File: src/rtl/gap_pkg.sv
`timescale 1ns / 1ps

package gap_pkg;

  // grid geometry: cells are addressed as {row, column}, three bits each
  localparam int CoordW    = 3;
  localparam int CellW     = 2 * CoordW;
  localparam int NCells    = 1 << CellW;
  localparam int LenW      = CellW + 1;
  localparam int CostW     = 10;
  localparam int CfgW      = 4;
  localparam int MaxColsDef = 8;
  localparam int MaxRowsDef = 8;

  // operation codes of an input beat
  localparam logic [1:0] OpWrFixed  = 2'd0;
  localparam logic [1:0] OpClrMove  = 2'd1;
  localparam logic [1:0] OpWrMove   = 2'd2;
  localparam logic [1:0] OpFindPath = 2'd3;

  // path kinds
  localparam logic [1:0] KindFull    = 2'd0;
  localparam logic [1:0] KindDetour  = 2'd1;
  localparam logic [1:0] KindFixed   = 2'd2;
  localparam logic [1:0] KindNone    = 2'd3;

  typedef logic [CellW-1:0] cell_t;

  typedef struct packed {
    logic [1:0]        op;
    logic [CoordW-1:0] pos_x;
    logic [CoordW-1:0] pos_y;
    logic              passable;
    logic [CoordW-1:0] goal_x;
    logic [CoordW-1:0] goal_y;
  } gap_cmd_t;

  typedef struct packed {
    logic [CoordW-1:0] step_x;
    logic [CoordW-1:0] step_y;
    logic [1:0]        path_kind;
    logic              last_step;
  } gap_res_t;

  // map write port
  typedef struct packed {
    logic  we_fixed;
    logic  we_moving;
    logic  clr_moving;
    cell_t addr;
    logic  data;
  } gap_map_wr_t;

  // map read data
  typedef struct packed {
    logic fixed_ok;
    logic moving_ok;
  } gap_map_bits_t;

  // search request
  typedef struct packed {
    cell_t start;
    cell_t goal;
    logic  fixed_only;
    logic  bank;
  } gap_sreq_t;

  // search response
  typedef struct packed {
    logic            done;
    logic            found;
    logic [LenW-1:0] len;
  } gap_srsp_t;

  // path buffer write port
  typedef struct packed {
    logic            we;
    logic [LenW-1:0] addr;
    cell_t           data;
  } gap_buf_wr_t;

endpackage

File: src/rtl/grid_astar_path_search.sv
`timescale 1ns / 1ps

// Map writes and clears leave busy low. An in-grid path request runs a full-map search,
// then a fixed-map search if that fails, and one search per detour try after a fixed
// path; an expansion scans the open list, closes the gap left by the popped entry and
// then tries the four neighbors, and each path cell is traced back and later emitted.
// Results are strobed for one cycle each and cannot be stalled. Reset leaves both
// maps passable, no search open.

module grid_astar_path_search
  import gap_pkg::*;
#(
  parameter int MAX_COLS = MaxColsDef,
  parameter int MAX_ROWS = MaxRowsDef
) (
  input  logic        clk_i,
  input  logic        rst_ni,
  input  logic        start,
  output logic        busy,
  input  gap_cmd_t    cmd_i,
  output logic        result_valid_o,
  output gap_res_t    result_o,
  input  logic        psel,
  input  logic        penable,
  input  logic        pwrite,
  input  logic [2:0]  paddr,
  input  logic [31:0] pwdata,
  output logic [31:0] prdata,
  output logic        pready
);

  localparam logic [CfgW-1:0] ColsLim = CfgW'(MAX_COLS);
  localparam logic [CfgW-1:0] RowsLim = CfgW'(MAX_ROWS);

  typedef enum logic [12:0] {
    T_IDLE   = 13'b0000000000001,
    T_S1     = 13'b0000000000010,
    T_W1     = 13'b0000000000100,
    T_S2     = 13'b0000000001000,
    T_W2     = 13'b0000000010000,
    T_SC_RD  = 13'b0000000100000,
    T_SC_MAP = 13'b0000001000000,
    T_SC_CHK = 13'b0000010000000,
    T_SC_TGT = 13'b0000100000000,
    T_W3     = 13'b0001000000000,
    T_EM_RD  = 13'b0010000000000,
    T_EM_OUT = 13'b0100000000000,
    T_NONE   = 13'b1000000000000
  } tstate_e;

  tstate_e state_q, state_d;
  logic [CfgW-1:0] width_q, height_q, w_use, h_use;
  cell_t start_q, goal_q, start_d, goal_d;
  logic [LenW-1:0] main_len_q, main_len_d;
  logic [CellW-1:0] j_q, j_d, em_idx_q, em_idx_d;
  logic em_bank_q, em_bank_d;
  logic [1:0] kind_q, kind_d;
  logic res_valid_q, res_valid_d;
  gap_res_t res_q, res_d;

  logic accept, in_grid, goal_in;
  gap_map_wr_t map_wr;
  cell_t map_raddr, eng_map_raddr, buf_rd;
  gap_map_bits_t map_rd;
  gap_buf_wr_t buf_wr;
  logic [LenW-1:0] buf_raddr;
  logic eng_req;
  gap_sreq_t eng_cmd;
  gap_srsp_t eng_rsp;

  // configuration registers
  always_ff @(posedge clk_i or negedge rst_ni) begin
    if (!rst_ni) begin
      width_q  <= CfgW'(8);
      height_q <= CfgW'(8);
    end else if (psel && penable && pwrite) begin
      if (paddr[2]) height_q <= pwdata[CfgW-1:0];
      else width_q <= pwdata[CfgW-1:0];
    end
  end

  assign pready = 1'b1;
  assign prdata = {28'd0, paddr[2] ? height_q : width_q};

  // grid size in use, saturated to the supported range
  assign w_use = (width_q == '0) ? CfgW'(1) : ((width_q > ColsLim) ? ColsLim : width_q);
  assign h_use = (height_q == '0) ? CfgW'(1) : ((height_q > RowsLim) ? RowsLim : height_q);

  assign busy    = state_q != T_IDLE;
  assign accept  = start && !busy;
  assign in_grid = ({1'b0, cmd_i.pos_x} < w_use) && ({1'b0, cmd_i.pos_y} < h_use);
  assign goal_in = ({1'b0, cmd_i.goal_x} < w_use) && ({1'b0, cmd_i.goal_y} < h_use);

  always_comb begin
    map_wr = '0;
    map_wr.addr = {cmd_i.pos_y, cmd_i.pos_x};
    map_wr.data = cmd_i.passable;
    if (accept) begin
      unique case (cmd_i.op)
        OpWrFixed:  map_wr.we_fixed = in_grid;
        OpClrMove:  map_wr.clr_moving = 1'b1;
        OpWrMove:   map_wr.we_moving = in_grid;
        OpFindPath: ;
        default: ;
      endcase
    end
  end

  gap_maps u_maps (
    .clk_i   (clk_i),
    .rst_ni  (rst_ni),
    .wr_i    (map_wr),
    .raddr_i (map_raddr),
    .rdata_o (map_rd)
  );

  gap_path_buf u_buf (
    .clk_i   (clk_i),
    .wr_i    (buf_wr),
    .raddr_i (buf_raddr),
    .rdata_o (buf_rd)
  );

  gap_search u_search (
    .clk_i       (clk_i),
    .rst_ni      (rst_ni),
    .req_i       (eng_req),
    .cmd_i       (eng_cmd),
    .w_lim_i     (w_use),
    .h_lim_i     (h_use),
    .map_raddr_o (eng_map_raddr),
    .map_rdata_i (map_rd),
    .buf_wr_o    (buf_wr),
    .rsp_o       (eng_rsp)
  );

  assign map_raddr = (state_q == T_SC_MAP) ? buf_rd : eng_map_raddr;

  // request sequencing: full map, fixed map, then detours to blocked cells
  always_comb begin
    state_d = state_q;
    start_d = start_q; goal_d = goal_q;
    main_len_d = main_len_q; j_d = j_q;
    em_idx_d = em_idx_q; em_bank_d = em_bank_q; kind_d = kind_q;
    res_valid_d = 1'b0;
    res_d = res_q;
    buf_raddr = {em_bank_q, em_idx_q};
    eng_req = 1'b0;
    eng_cmd.start = start_q;
    eng_cmd.goal = goal_q;
    eng_cmd.fixed_only = 1'b0;
    eng_cmd.bank = 1'b0;

    unique case (state_q)
      T_IDLE: begin
        if (accept && cmd_i.op == OpFindPath) begin
          start_d = {cmd_i.pos_y, cmd_i.pos_x};
          goal_d = {cmd_i.goal_y, cmd_i.goal_x};
          state_d = (in_grid && goal_in) ? T_S1 : T_NONE;
        end
      end
      T_S1: begin
        eng_req = 1'b1;
        state_d = T_W1;
      end
      T_W1: begin
        if (eng_rsp.done) begin
          if (eng_rsp.found) begin
            kind_d = KindFull;
            em_bank_d = 1'b0;
            em_idx_d = CellW'(eng_rsp.len - LenW'(1));
            state_d = T_EM_RD;
          end else begin
            state_d = T_S2;
          end
        end
      end
      T_S2: begin
        eng_req = 1'b1;
        eng_cmd.fixed_only = 1'b1;
        state_d = T_W2;
      end
      T_W2: begin
        if (eng_rsp.done) begin
          if (eng_rsp.found) begin
            main_len_d = eng_rsp.len;
            kind_d = KindFixed;
            j_d = '0;
            state_d = T_SC_RD;
          end else begin
            state_d = T_NONE;
          end
        end
      end
      // walk the fixed path from its end toward the second cell
      T_SC_RD: begin
        if (({1'b0, j_q} + LenW'(1)) < main_len_q) begin
          buf_raddr = {1'b0, j_q};
          state_d = T_SC_MAP;
        end else begin
          kind_d = KindFixed;
          em_bank_d = 1'b0;
          em_idx_d = CellW'(main_len_q - LenW'(1));
          state_d = T_EM_RD;
        end
      end
      T_SC_MAP: begin
        state_d = T_SC_CHK;
      end
      T_SC_CHK: begin
        if (map_rd.fixed_ok && map_rd.moving_ok) begin
          j_d = j_q + CellW'(1);
          state_d = T_SC_RD;
        end else begin
          buf_raddr = {1'b0, j_q + CellW'(1)};
          state_d = T_SC_TGT;
        end
      end
      T_SC_TGT: begin
        eng_req = 1'b1;
        eng_cmd.goal = buf_rd;
        eng_cmd.bank = 1'b1;
        state_d = T_W3;
      end
      T_W3: begin
        if (eng_rsp.done) begin
          if (eng_rsp.found) begin
            kind_d = KindDetour;
            em_bank_d = 1'b1;
            em_idx_d = CellW'(eng_rsp.len - LenW'(1));
            state_d = T_EM_RD;
          end else begin
            j_d = j_q + CellW'(1);
            state_d = T_SC_RD;
          end
        end
      end
      // emit stored cells from start to end
      T_EM_RD: begin
        state_d = T_EM_OUT;
      end
      T_EM_OUT: begin
        res_valid_d = 1'b1;
        res_d.step_x = buf_rd[CoordW-1:0];
        res_d.step_y = buf_rd[CellW-1:CoordW];
        res_d.path_kind = kind_q;
        res_d.last_step = em_idx_q == '0;
        if (em_idx_q == '0) begin
          state_d = T_IDLE;
        end else begin
          em_idx_d = em_idx_q - CellW'(1);
          state_d = T_EM_RD;
        end
      end
      T_NONE: begin
        res_valid_d = 1'b1;
        res_d = gap_res_t'{step_x: '0, step_y: '0, path_kind: KindNone, last_step: 1'b1};
        state_d = T_IDLE;
      end
      default: state_d = T_IDLE;
    endcase
  end

  always_ff @(posedge clk_i or negedge rst_ni) begin
    if (!rst_ni) begin
      state_q <= T_IDLE;
      res_valid_q <= 1'b0;
    end else begin
      state_q <= state_d;
      res_valid_q <= res_valid_d;
    end
  end

  always_ff @(posedge clk_i) begin
    start_q <= start_d; goal_q <= goal_d;
    main_len_q <= main_len_d; j_q <= j_d;
    em_idx_q <= em_idx_d; em_bank_q <= em_bank_d; kind_q <= kind_d;
    res_q <= res_d;
  end

  assign result_valid_o = res_valid_q;
  assign result_o = res_q;

endmodule

File: src/rtl/gap_maps.sv
`timescale 1ns / 1ps

module gap_maps
  import gap_pkg::*;
(
  input  logic          clk_i,
  input  logic          rst_ni,
  input  gap_map_wr_t   wr_i,
  input  cell_t         raddr_i,
  output gap_map_bits_t rdata_o
);

  logic fixed_mem  [NCells];
  logic moving_mem [NCells];
  logic [NCells-1:0] fixed_vld_q;
  logic [NCells-1:0] moving_vld_q;
  logic fixed_rd_q, moving_rd_q, fixed_rv_q, moving_rv_q;

  // written flags: an unwritten cell reads as passable
  always_ff @(posedge clk_i or negedge rst_ni) begin
    if (!rst_ni) begin
      fixed_vld_q  <= '0;
      moving_vld_q <= '0;
    end else begin
      if (wr_i.we_fixed) fixed_vld_q[wr_i.addr] <= 1'b1;
      if (wr_i.clr_moving) begin
        moving_vld_q <= '0;
      end else if (wr_i.we_moving) begin
        moving_vld_q[wr_i.addr] <= 1'b1;
      end
    end
  end

  // cell storage, registered read
  always_ff @(posedge clk_i) begin
    if (wr_i.we_fixed) fixed_mem[wr_i.addr] <= wr_i.data;
    if (wr_i.we_moving) moving_mem[wr_i.addr] <= wr_i.data;
    fixed_rd_q  <= fixed_mem[raddr_i];
    moving_rd_q <= moving_mem[raddr_i];
  end

  always_ff @(posedge clk_i or negedge rst_ni) begin
    if (!rst_ni) begin
      fixed_rv_q  <= 1'b0;
      moving_rv_q <= 1'b0;
    end else begin
      fixed_rv_q  <= fixed_vld_q[raddr_i];
      moving_rv_q <= moving_vld_q[raddr_i];
    end
  end

  assign rdata_o.fixed_ok  = fixed_rv_q ? fixed_rd_q : 1'b1;
  assign rdata_o.moving_ok = moving_rv_q ? moving_rd_q : 1'b1;

endmodule

File: src/rtl/gap_path_buf.sv
`timescale 1ns / 1ps

module gap_path_buf
  import gap_pkg::*;
(
  input  logic            clk_i,
  input  gap_buf_wr_t     wr_i,
  input  logic [LenW-1:0] raddr_i,
  output cell_t           rdata_o
);

  // two banks of path cells, goal first
  cell_t mem [2*NCells];
  cell_t rd_q;

  always_ff @(posedge clk_i) begin
    if (wr_i.we) mem[wr_i.addr] <= wr_i.data;
    rd_q <= mem[raddr_i];
  end

  assign rdata_o = rd_q;

endmodule

File: src/rtl/gap_search.sv
`timescale 1ns / 1ps

module gap_search
  import gap_pkg::*;
(
  input  logic            clk_i,
  input  logic            rst_ni,
  input  logic            req_i,
  input  gap_sreq_t       cmd_i,
  input  logic [CfgW-1:0] w_lim_i,
  input  logic [CfgW-1:0] h_lim_i,
  output cell_t           map_raddr_o,
  input  gap_map_bits_t   map_rdata_i,
  output gap_buf_wr_t     buf_wr_o,
  output gap_srsp_t       rsp_o
);

  localparam logic [1:0] StFree = 2'd0;
  localparam logic [1:0] StOpen = 2'd1;
  localparam logic [1:0] StDone = 2'd2;
  localparam logic [LenW-1:0] LinkNone = LenW'(NCells);
  localparam logic [CostW:0]  StepCost = (CostW+1)'(10);
  localparam logic [LenW-1:0] CellCnt  = LenW'(NCells);
  localparam logic [1:0] DirUp = 2'd0, DirLeft = 2'd1, DirRight = 2'd2, DirDown = 2'd3;

  typedef struct packed {
    logic [1:0]       status;
    logic [LenW-1:0]  parent;
    logic [CostW-1:0] cost;
  } node_t;

  typedef enum logic [13:0] {
    S_IDLE     = 14'b00000000000001,
    S_INIT     = 14'b00000000000010,
    S_SEL_ORD  = 14'b00000000000100,
    S_SEL_NODE = 14'b00000000001000,
    S_SEL_CMP  = 14'b00000000010000,
    S_POP_RD   = 14'b00000000100000,
    S_POP_WR   = 14'b00000001000000,
    S_POP_DONE = 14'b00000010000000,
    S_EXP_CHK  = 14'b00000100000000,
    S_EXP_EVAL = 14'b00001000000000,
    S_NEXT     = 14'b00010000000000,
    S_RC_RD    = 14'b00100000000000,
    S_RC_NX    = 14'b01000000000000,
    S_FIN      = 14'b10000000000000
  } sstate_e;

  function automatic logic [7:0] heur(cell_t c, cell_t g);
    logic [CoordW-1:0] dx, dy;
    logic [CoordW:0]   s;
    dx = (c[CoordW-1:0] > g[CoordW-1:0]) ? c[CoordW-1:0] - g[CoordW-1:0]
                                         : g[CoordW-1:0] - c[CoordW-1:0];
    dy = (c[CellW-1:CoordW] > g[CellW-1:CoordW]) ? c[CellW-1:CoordW] - g[CellW-1:CoordW]
                                                 : g[CellW-1:CoordW] - c[CellW-1:CoordW];
    s = {1'b0, dx} + {1'b0, dy};
    return (8'(s) << 3) + (8'(s) << 1);
  endfunction

  sstate_e state_q, state_d;
  cell_t start_q, goal_q, cur_q, sel_q, nb_q, rc_q;
  cell_t start_d, goal_d, cur_d, sel_d, nb_d, rc_d;
  logic  fixed_only_q, bank_q, found_q, fixed_only_d, bank_d, found_d;
  logic [LenW-1:0] cnt_q, cnt_d, idx_q, idx_d, len_q, len_d;
  logic [CellW-1:0] bi_q, bi_d;
  logic [CostW:0] bf_q, bf_d;
  logic [CostW-1:0] bcost_q, bcost_d;
  logic [LenW-1:0] bpar_q, bpar_d;
  logic [1:0] dir_q, dir_d;

  // node store: status, parent and cost per cell, cleared per search by flags
  node_t node_mem [NCells];
  logic [NCells-1:0] node_vld_q;
  node_t node_rd_q, node_eff, node_wdata;
  logic  node_rv_q, node_we, node_clr;
  cell_t node_waddr, node_raddr;

  // open list in insertion order
  cell_t order_mem [NCells];
  cell_t ord_rd_q, ord_wdata;
  logic  ord_we;
  logic [CellW-1:0] ord_waddr, ord_raddr;

  logic [CostW:0] f_val, ng;
  logic take, nb_ok, cell_ok;
  cell_t nb_cell;
  logic [1:0] st_new;

  always_ff @(posedge clk_i) begin
    if (node_we) node_mem[node_waddr] <= node_wdata;
    node_rd_q <= node_mem[node_raddr];
    if (ord_we) order_mem[ord_waddr] <= ord_wdata;
    ord_rd_q <= order_mem[ord_raddr];
  end

  always_ff @(posedge clk_i or negedge rst_ni) begin
    if (!rst_ni) begin
      node_vld_q <= '0;
      node_rv_q  <= 1'b0;
    end else begin
      if (node_clr) begin
        node_vld_q <= '0;
      end else if (node_we) begin
        node_vld_q[node_waddr] <= 1'b1;
      end
      node_rv_q <= node_vld_q[node_raddr];
    end
  end

  assign node_eff = node_rv_q ? node_rd_q : node_t'{status: StFree, parent: LinkNone, cost: '0};

  always_comb begin
    state_d = state_q;
    start_d = start_q; goal_d = goal_q; cur_d = cur_q; sel_d = sel_q;
    nb_d = nb_q; rc_d = rc_q;
    fixed_only_d = fixed_only_q; bank_d = bank_q; found_d = found_q;
    cnt_d = cnt_q; idx_d = idx_q; len_d = len_q; bi_d = bi_q; bf_d = bf_q;
    bcost_d = bcost_q; bpar_d = bpar_q; dir_d = dir_q;
    node_we = 1'b0; node_clr = 1'b0; node_waddr = cur_q; node_raddr = nb_q;
    node_wdata = node_t'{status: StDone, parent: bpar_q, cost: bcost_q};
    ord_we = 1'b0; ord_waddr = idx_q[CellW-1:0]; ord_raddr = idx_q[CellW-1:0];
    ord_wdata = ord_rd_q;
    buf_wr_o = '0;
    f_val = {1'b0, node_eff.cost} + (CostW+1)'(heur(sel_q, goal_q));
    take = (idx_q == '0) || (f_val < bf_q);
    ng = {1'b0, bcost_q} + StepCost;
    nb_ok = 1'b0;
    nb_cell = cur_q;
    cell_ok = map_rdata_i.fixed_ok && (fixed_only_q || map_rdata_i.moving_ok);
    st_new = StOpen;

    // neighbor of the current cell in direction dir
    unique case (dir_q)
      DirUp: begin
        nb_ok = cur_q[CellW-1:CoordW] != '0;
        nb_cell = {cur_q[CellW-1:CoordW] - CoordW'(1), cur_q[CoordW-1:0]};
      end
      DirLeft: begin
        nb_ok = cur_q[CoordW-1:0] != '0;
        nb_cell = {cur_q[CellW-1:CoordW], cur_q[CoordW-1:0] - CoordW'(1)};
      end
      DirRight: begin
        nb_ok = ({1'b0, cur_q[CoordW-1:0]} + CfgW'(1)) < w_lim_i;
        nb_cell = {cur_q[CellW-1:CoordW], cur_q[CoordW-1:0] + CoordW'(1)};
      end
      DirDown: begin
        nb_ok = ({1'b0, cur_q[CellW-1:CoordW]} + CfgW'(1)) < h_lim_i;
        nb_cell = {cur_q[CellW-1:CoordW] + CoordW'(1), cur_q[CoordW-1:0]};
      end
      default: ;
    endcase

    unique case (state_q)
      S_IDLE: begin
        if (req_i) begin
          start_d = cmd_i.start;
          goal_d = cmd_i.goal;
          fixed_only_d = cmd_i.fixed_only;
          bank_d = cmd_i.bank;
          node_clr = 1'b1;
          state_d = S_INIT;
        end
      end
      // seed the open list with the start cell
      S_INIT: begin
        node_we = 1'b1;
        node_waddr = start_q;
        node_wdata = node_t'{status: StOpen, parent: LinkNone, cost: '0};
        ord_we = 1'b1;
        ord_waddr = '0;
        ord_wdata = start_q;
        cnt_d = LenW'(1);
        idx_d = '0;
        state_d = S_SEL_ORD;
      end
      // scan the open list for the first lowest f
      S_SEL_ORD: begin
        state_d = S_SEL_NODE;
      end
      S_SEL_NODE: begin
        node_raddr = ord_rd_q;
        sel_d = ord_rd_q;
        state_d = S_SEL_CMP;
      end
      S_SEL_CMP: begin
        if (take) begin
          bf_d = f_val;
          bi_d = idx_q[CellW-1:0];
          cur_d = sel_q;
          bcost_d = node_eff.cost;
          bpar_d = node_eff.parent;
        end
        if ((idx_q + LenW'(1)) < cnt_q) begin
          idx_d = idx_q + LenW'(1);
          state_d = S_SEL_ORD;
        end else begin
          idx_d = {1'b0, take ? idx_q[CellW-1:0] : bi_q};
          state_d = S_POP_RD;
        end
      end
      // close the gap left by the removed entry
      S_POP_RD: begin
        ord_raddr = CellW'(idx_q + LenW'(1));
        state_d = ((idx_q + LenW'(1)) < cnt_q) ? S_POP_WR : S_POP_DONE;
      end
      S_POP_WR: begin
        ord_we = 1'b1;
        idx_d = idx_q + LenW'(1);
        state_d = S_POP_RD;
      end
      S_POP_DONE: begin
        cnt_d = cnt_q - LenW'(1);
        node_we = 1'b1;
        if (cur_q == goal_q) begin
          rc_d = goal_q;
          len_d = '0;
          state_d = S_RC_RD;
        end else begin
          dir_d = DirUp;
          state_d = S_EXP_CHK;
        end
      end
      // expand the four neighbors in order
      S_EXP_CHK: begin
        if (nb_ok) begin
          nb_d = nb_cell;
          node_raddr = nb_cell;
          state_d = S_EXP_EVAL;
        end else if (dir_q == DirDown) begin
          state_d = S_NEXT;
        end else begin
          dir_d = dir_q + 2'd1;
        end
      end
      S_EXP_EVAL: begin
        if (cell_ok && node_eff.status != StDone &&
            (node_eff.status != StOpen || ng < {1'b0, node_eff.cost})) begin
          if (node_eff.status != StOpen) begin
            st_new = (cnt_q < CellCnt) ? StOpen : node_eff.status;
          end
          node_we = 1'b1;
          node_waddr = nb_q;
          node_wdata = node_t'{status: st_new, parent: {1'b0, cur_q}, cost: ng[CostW-1:0]};
          if (node_eff.status != StOpen && cnt_q < CellCnt) begin
            ord_we = 1'b1;
            ord_waddr = cnt_q[CellW-1:0];
            ord_wdata = nb_q;
            cnt_d = cnt_q + LenW'(1);
          end
        end
        if (dir_q == DirDown) begin
          state_d = S_NEXT;
        end else begin
          dir_d = dir_q + 2'd1;
          state_d = S_EXP_CHK;
        end
      end
      S_NEXT: begin
        if (cnt_q != '0) begin
          idx_d = '0;
          state_d = S_SEL_ORD;
        end else begin
          found_d = 1'b0;
          len_d = '0;
          state_d = S_FIN;
        end
      end
      // follow parent links from the goal into the path buffer
      S_RC_RD: begin
        buf_wr_o.we = 1'b1;
        buf_wr_o.addr = {bank_q, len_q[CellW-1:0]};
        buf_wr_o.data = rc_q;
        len_d = len_q + LenW'(1);
        node_raddr = rc_q;
        state_d = S_RC_NX;
      end
      S_RC_NX: begin
        if (node_eff.parent != LinkNone && len_q < CellCnt) begin
          rc_d = node_eff.parent[CellW-1:0];
          state_d = S_RC_RD;
        end else begin
          found_d = 1'b1;
          state_d = S_FIN;
        end
      end
      S_FIN: begin
        state_d = S_IDLE;
      end
      default: state_d = S_IDLE;
    endcase
  end

  always_ff @(posedge clk_i or negedge rst_ni) begin
    if (!rst_ni) begin
      state_q <= S_IDLE;
      cnt_q <= '0;
      found_q <= 1'b0;
      len_q <= '0;
    end else begin
      state_q <= state_d;
      cnt_q <= cnt_d;
      found_q <= found_d;
      len_q <= len_d;
    end
  end

  always_ff @(posedge clk_i) begin
    start_q <= start_d; goal_q <= goal_d; cur_q <= cur_d; sel_q <= sel_d;
    nb_q <= nb_d; rc_q <= rc_d;
    fixed_only_q <= fixed_only_d; bank_q <= bank_d;
    idx_q <= idx_d; bi_q <= bi_d; bf_q <= bf_d;
    bcost_q <= bcost_d; bpar_q <= bpar_d; dir_q <= dir_d;
  end

  assign map_raddr_o = nb_d;
  assign rsp_o.done  = state_q == S_FIN;
  assign rsp_o.found = found_q;
  assign rsp_o.len   = len_q;

endmodule
File: config.mk
export PLATFORM = sky130hd
export DESIGN_NAME = grid_astar_path_search
export DESIGN_NICKNAME = d
export VERILOG_FILES = /design/src/rtl/gap_pkg.sv /design/src/rtl/grid_astar_path_search.sv /design/src/rtl/gap_maps.sv /design/src/rtl/gap_path_buf.sv /design/src/rtl/gap_search.sv
export SDC_FILE = /design/constraint.sdc
export NUM_CORES = 2
export LEC_CHECK = 0
export BUFFER_PORTS_ARGS = -buffer_cell sky130_fd_sc_hd__buf_2
export CAP_MARGIN = 20
export CORE_UTILIZATION = 44
export CTS_BUF_LIST = sky130_fd_sc_hd__clkbuf_16
export CTS_CLUSTER_DIAMETER = 200
export DETAILED_ROUTE_END_ITERATION = 16
export PLACE_DENSITY = 0.63
export SETUP_SLACK_MARGIN = 0.1
export SLEW_MARGIN = 30
export SYNTH_ARGS = -nofsm -noshare
export SYNTH_HDL_FRONTEND = slang
export SYNTH_SLANG_ARGS = --single-unit
File: constraint.sdc
create_clock -name clk_i -period 8.2 [get_ports clk_i]
set_clock_uncertainty 0.2 [all_clocks]
set_input_delay 0.41 -clock clk_i [delete_from_list [all_inputs] [get_ports clk_i]]
set_output_delay 0.41 -clock clk_i [all_outputs]
set_load 0.005 [all_outputs]
==> summary.md <==
| Metric | Value |
|---|---|
| Setup_tns | `0 ps` |
| Number of synthesized register bits | `2898` |
| Relative slew slack | `0.243` |
| First-pass GRT wire length | `between 400000 and 500000 um` |
| CTS buffer count | `between 300 and 400` |
| Routability congestion estimate | `between 0.8 and 0.9` |
| Reg clk slew, reported paths | `~60 ps` |
| Reg-to-reg endpoint | `u_search.bf_q[7]` |
| Die width | `521 um` |
| Synth Area in XOR/XNOR | `0.00400` |
| Starting DRC count in detailed routing | `~7900` |
| Die H | `about 520 um` |
| Synth area leaders | `edfxtp_1 66%, dfrtp_1 5.1%, mux2i_1 4.6%` |
| Compound-Gate Fraction of Synth Area | `0.0692` |
| RSZ-0062 raised after global routing | `false` |
| Post-synth ARST share | `0.0849` |
| Worst Path Required | `between 8000 and 9000 ps` |
| Routed Antenna Nets | `0` |
| Syn-to-layout area delta | `12.4%` |
| Layout cells sized above 1 | `0.120` |
| Post-synthesis mux area share | `0.0724` |
| Root buf cell | `clkbuf_16` |
| NumNets Final | `8496` |
| VDD IR max | `~0.23 mV` |
| Clk Latency, worst-skew pair | `880 ps` |
| Vias in the first global route | `slightly below 70000` |
| First-pass detailed-route iteration total | `6` |
| Final Hold Fails | `0` |
| Pwr Density | `between 200 and 250 nW/um^2` |
| Largest net degree at the start of global routing | `around 140` |
| Worst setup EP type | `flip-flop` |
| Share of synthesized cell area in full adder, half adder and majority cells | `0.0113` |
| Row count | `between 150 and 200` |
| H-tree depth | `5` |
| Main synth FF type | `edfxtp_1` |
| Final setup viols | `0` |
| Buffers on Ports | `40` |
| Worst-Margin Slew | `1120 ps` |
| Starting Density | `0.442` |
| Hold Path Origin | `cmd_i[0]` |
| Initial antenna violation count | `4` |
| Final Max Tran Viols | `0` |
| GRT overflow | `0` |
| Crit path DAT | `roughly 7300 ps` |
| CTS max path bufs | `4` |
| Synth Instances | `approximately 8200` |
| Leak | `~0.046 uW` |
| Routed WL per cell | `around 25 um` |
| Min cycle time layout | `7020 ps` |
| Worst reg2reg setup slack | `1180 ps` |
| Yosys warns | `0` |
| Layout fillers | `between 20000 and 25000` |
| Netlist cell types | `98` |
| Num ports | `100` |
| Worst Hold Path EP | `goal_q[3]` |
| Seq/Total Area, Yosys | `0.722` |
| DRC errors left | `0` |
| Max_cap viols | `0` |
| Fmax | `approximately 0.14 GHz` |
| Overall routing resource usage | `0.222` |
| Main combinational cell family by area after synthesis | `simple AND/OR/NAND/NOR gates` |
| Min-Delay Path Depth | `2` |
| Mean post-synth cell area | `between 10 and 15 um^2` |
| Detailed-placement wirelength estimate | `roughly 180000 um` |
| Post-synth EDFFs | `approximately 2600` |
| Wirelength, routed | `around 310000 um` |
| Path depth of the worst reg2reg path | `25` |
| Synth Cell Area | `118000 um^2` |
| Final Cycle Share | `0.856` |
| Full die area | `~270000 um^2` |
| Area of the core | `around 270000 um^2` |
| Status | `completed` |
| Vias per inst | `approximately 5.8` |
| Routed vias | `70904` |
| Worst hold slack | `74.1 ps` |
| Max Fanout on Critical Path | `33` |
| Synth area leader | `edfxtp_1` |
| Worst Setup Path Type | `flip-flop to flip-flop` |
| TritonCTS clock tree | `built` |
| Top cell type's share of synthesized area | `0.663` |
| Worst reg2reg startpoint | `u_search.goal_q[1]` |
| # clock sinks | `2898` |
| CTS resizes | `0` |
| Simple-gate share of the synthesized area | `0.100` |
| Hold crit path type | `input pin to flip-flop` |
| Worst setup SP type | `flip-flop` |
==> layout make-up <==
type,instances,area [um^2],area share
clock inverters,227,1550,0.0117
clock buffers,310,7760,0.0583
flip-flops and latches,2898,85400,0.642
well taps,3552,4440,0.0334
diodes,2,5.00,0.0000376
repair buffers,277,2360,0.0178
multi-input cells,4775,31200,0.234
inverters,87,327,0.00246
==> registers in the layout (all words and copies together) (netlist names), 7 cells and up <==
signal and flops:
main_len_q 7, result_o 9, state_q 13, u_buf.mem 768
u_maps.fixed_mem 64, u_maps.fixed_vld_q 64, u_maps.moving_mem 64, u_maps.moving_vld_q 64
u_search.bcost_q 10, u_search.bf_q 10, u_search.bpar_q 7, u_search.cnt_q 7
u_search.idx_q 7, u_search.len_q 7, u_search.node_mem 1216, u_search.node_rd_q 19
u_search.node_vld_q 64, u_search.order_mem 384, u_search.state_q 14
==> metal layers <==
layer / vias to the layer above / GRT usage / routed length (um) / share of wire
li1: 31344 / - / - / -
met1: 36070 / 0.308 / 128000 / 0.42
met2: 2923 / 0.350 / 144000 / 0.47
met3: 567 / 0.0323 / 22500 / 0.073
met4: 0 / 0.0919 / 13100 / 0.043
met5: - / 0 / 0 / 0
==> layout by cell type, fill, tap and decap left out, drive strengths merged, types with 120 or more instances in the layout <==
cell       n
edfxtp  2613
nand2   1289
mux2i    549
nor2     495
nand3    374
clkbuf   310
a21oi    276
buf      250
dfrtp    242
inv      179
o22ai    170
o21ai    155
nand4    145
mux4     120
==> where the power goes <==
| group | internal [uW] | switching, uW |
|---|---|---|
| Sequential | 15900 | 39.1 |
| Clock | 7380 | 5570 |
| Combinational | 131 | 239 |
| Total | 23500 | 5850 |
==> metrics by stage <==
step           total power, uW  area (um^2)  std cells  setup slack, ps  utilization
5_1_grt                  30100       133000      12127              720        0.497
4_1_cts                  29500       133000      12124             1180        0.497
6_report                 29300       133000      12128             1180        0.497
2_1_floorplan            16500       118000       8243             1380            -
3_5_place_dp             16600       123000      11559             1250        0.461
3_3_place_gp             16600       123000      11556             1190        0.460
==> cell usage after synthesis (40+ instances only) <==
| library cell | n |
|---|---|
| edfxtp_1 | 2613 |
| mux2i_1 | 549 |
| o21ai_0 | 116 |
| nor2_1 | 488 |
| a22oi_1 | 97 |
| a21o_1 | 75 |
| a32oi_1 | 82 |
| nand4_1 | 145 |
| nand3_1 | 372 |
| a221oi_1 | 40 |
| buf_2 | 176 |
| clkbuf_1 | 232 |
| ha_1 | 89 |
| a21oi_1 | 275 |
| o22ai_1 | 170 |
| mux4_2 | 120 |
| and3_1 | 46 |
| nand2_1 | 1288 |
| inv_1 | 82 |
| buf_1 | 40 |
| dfrtp_1 | 242 |
| or2_2 | 72 |
| a31oi_1 | 75 |
| o21a_1 | 91 |
==> worst max-delay path by stage <==
stage / endpoint / start / cells after the start
floorplan: u_search.node_mem[0][4] / u_search.bcost_q[1] / 10
global placement: u_search.bcost_q[6] / u_search.sel_q[1] / 26
detailed placement: u_search.bcost_q[4] / u_search.goal_q[1] / 25
CTS: u_search.bf_q[7] / u_search.goal_q[1] / 25
global route: u_search.bf_q[7] / u_search.sel_q[1] / 26
finish: u_search.bf_q[7] / u_search.goal_q[1] / 25
==> critical path, cell delays in order, from the launching register on <==
cell and delay (ps):
edfxtp_1 500, ha_1 360, a21o_1 140, a21oi_1 60, a31oi_1 240, mux2_2 410, fa_1 420, xor2_1 280
fa_1 510, ha_1 290, a21o_1 160, a21oi_1 210, o21bai_1 90, a21oi_1 240, nor2b_1 70, o21ai_0 200
xnor2_1 140, and2_1 180, ha_1 250, o21a_1 120, o221ai_1 160, o21ai_0 110, a21oi_1 390, a21o_1 300
and2_1 180, buf_4 420
==> kinds of logic (layout without fill, tap and decap cells) <==
logic type	after synthesis	count (layout)
flops	2898	2898
simple gates	2662	2662
compound gates	1228	1228
mux	702	702
buf+inv	570	901
fa+ha+maj	100	100
xor+xnor	54	54
other cells	2	31
==> what timing repair did <==
item | CTS | global route
hold buffers | 28 | 0
endpoints found under the hold margin | 206 | 0
buffers inserted | 0 | 0
No activity file was read; power rests on OpenSTA's default activity.
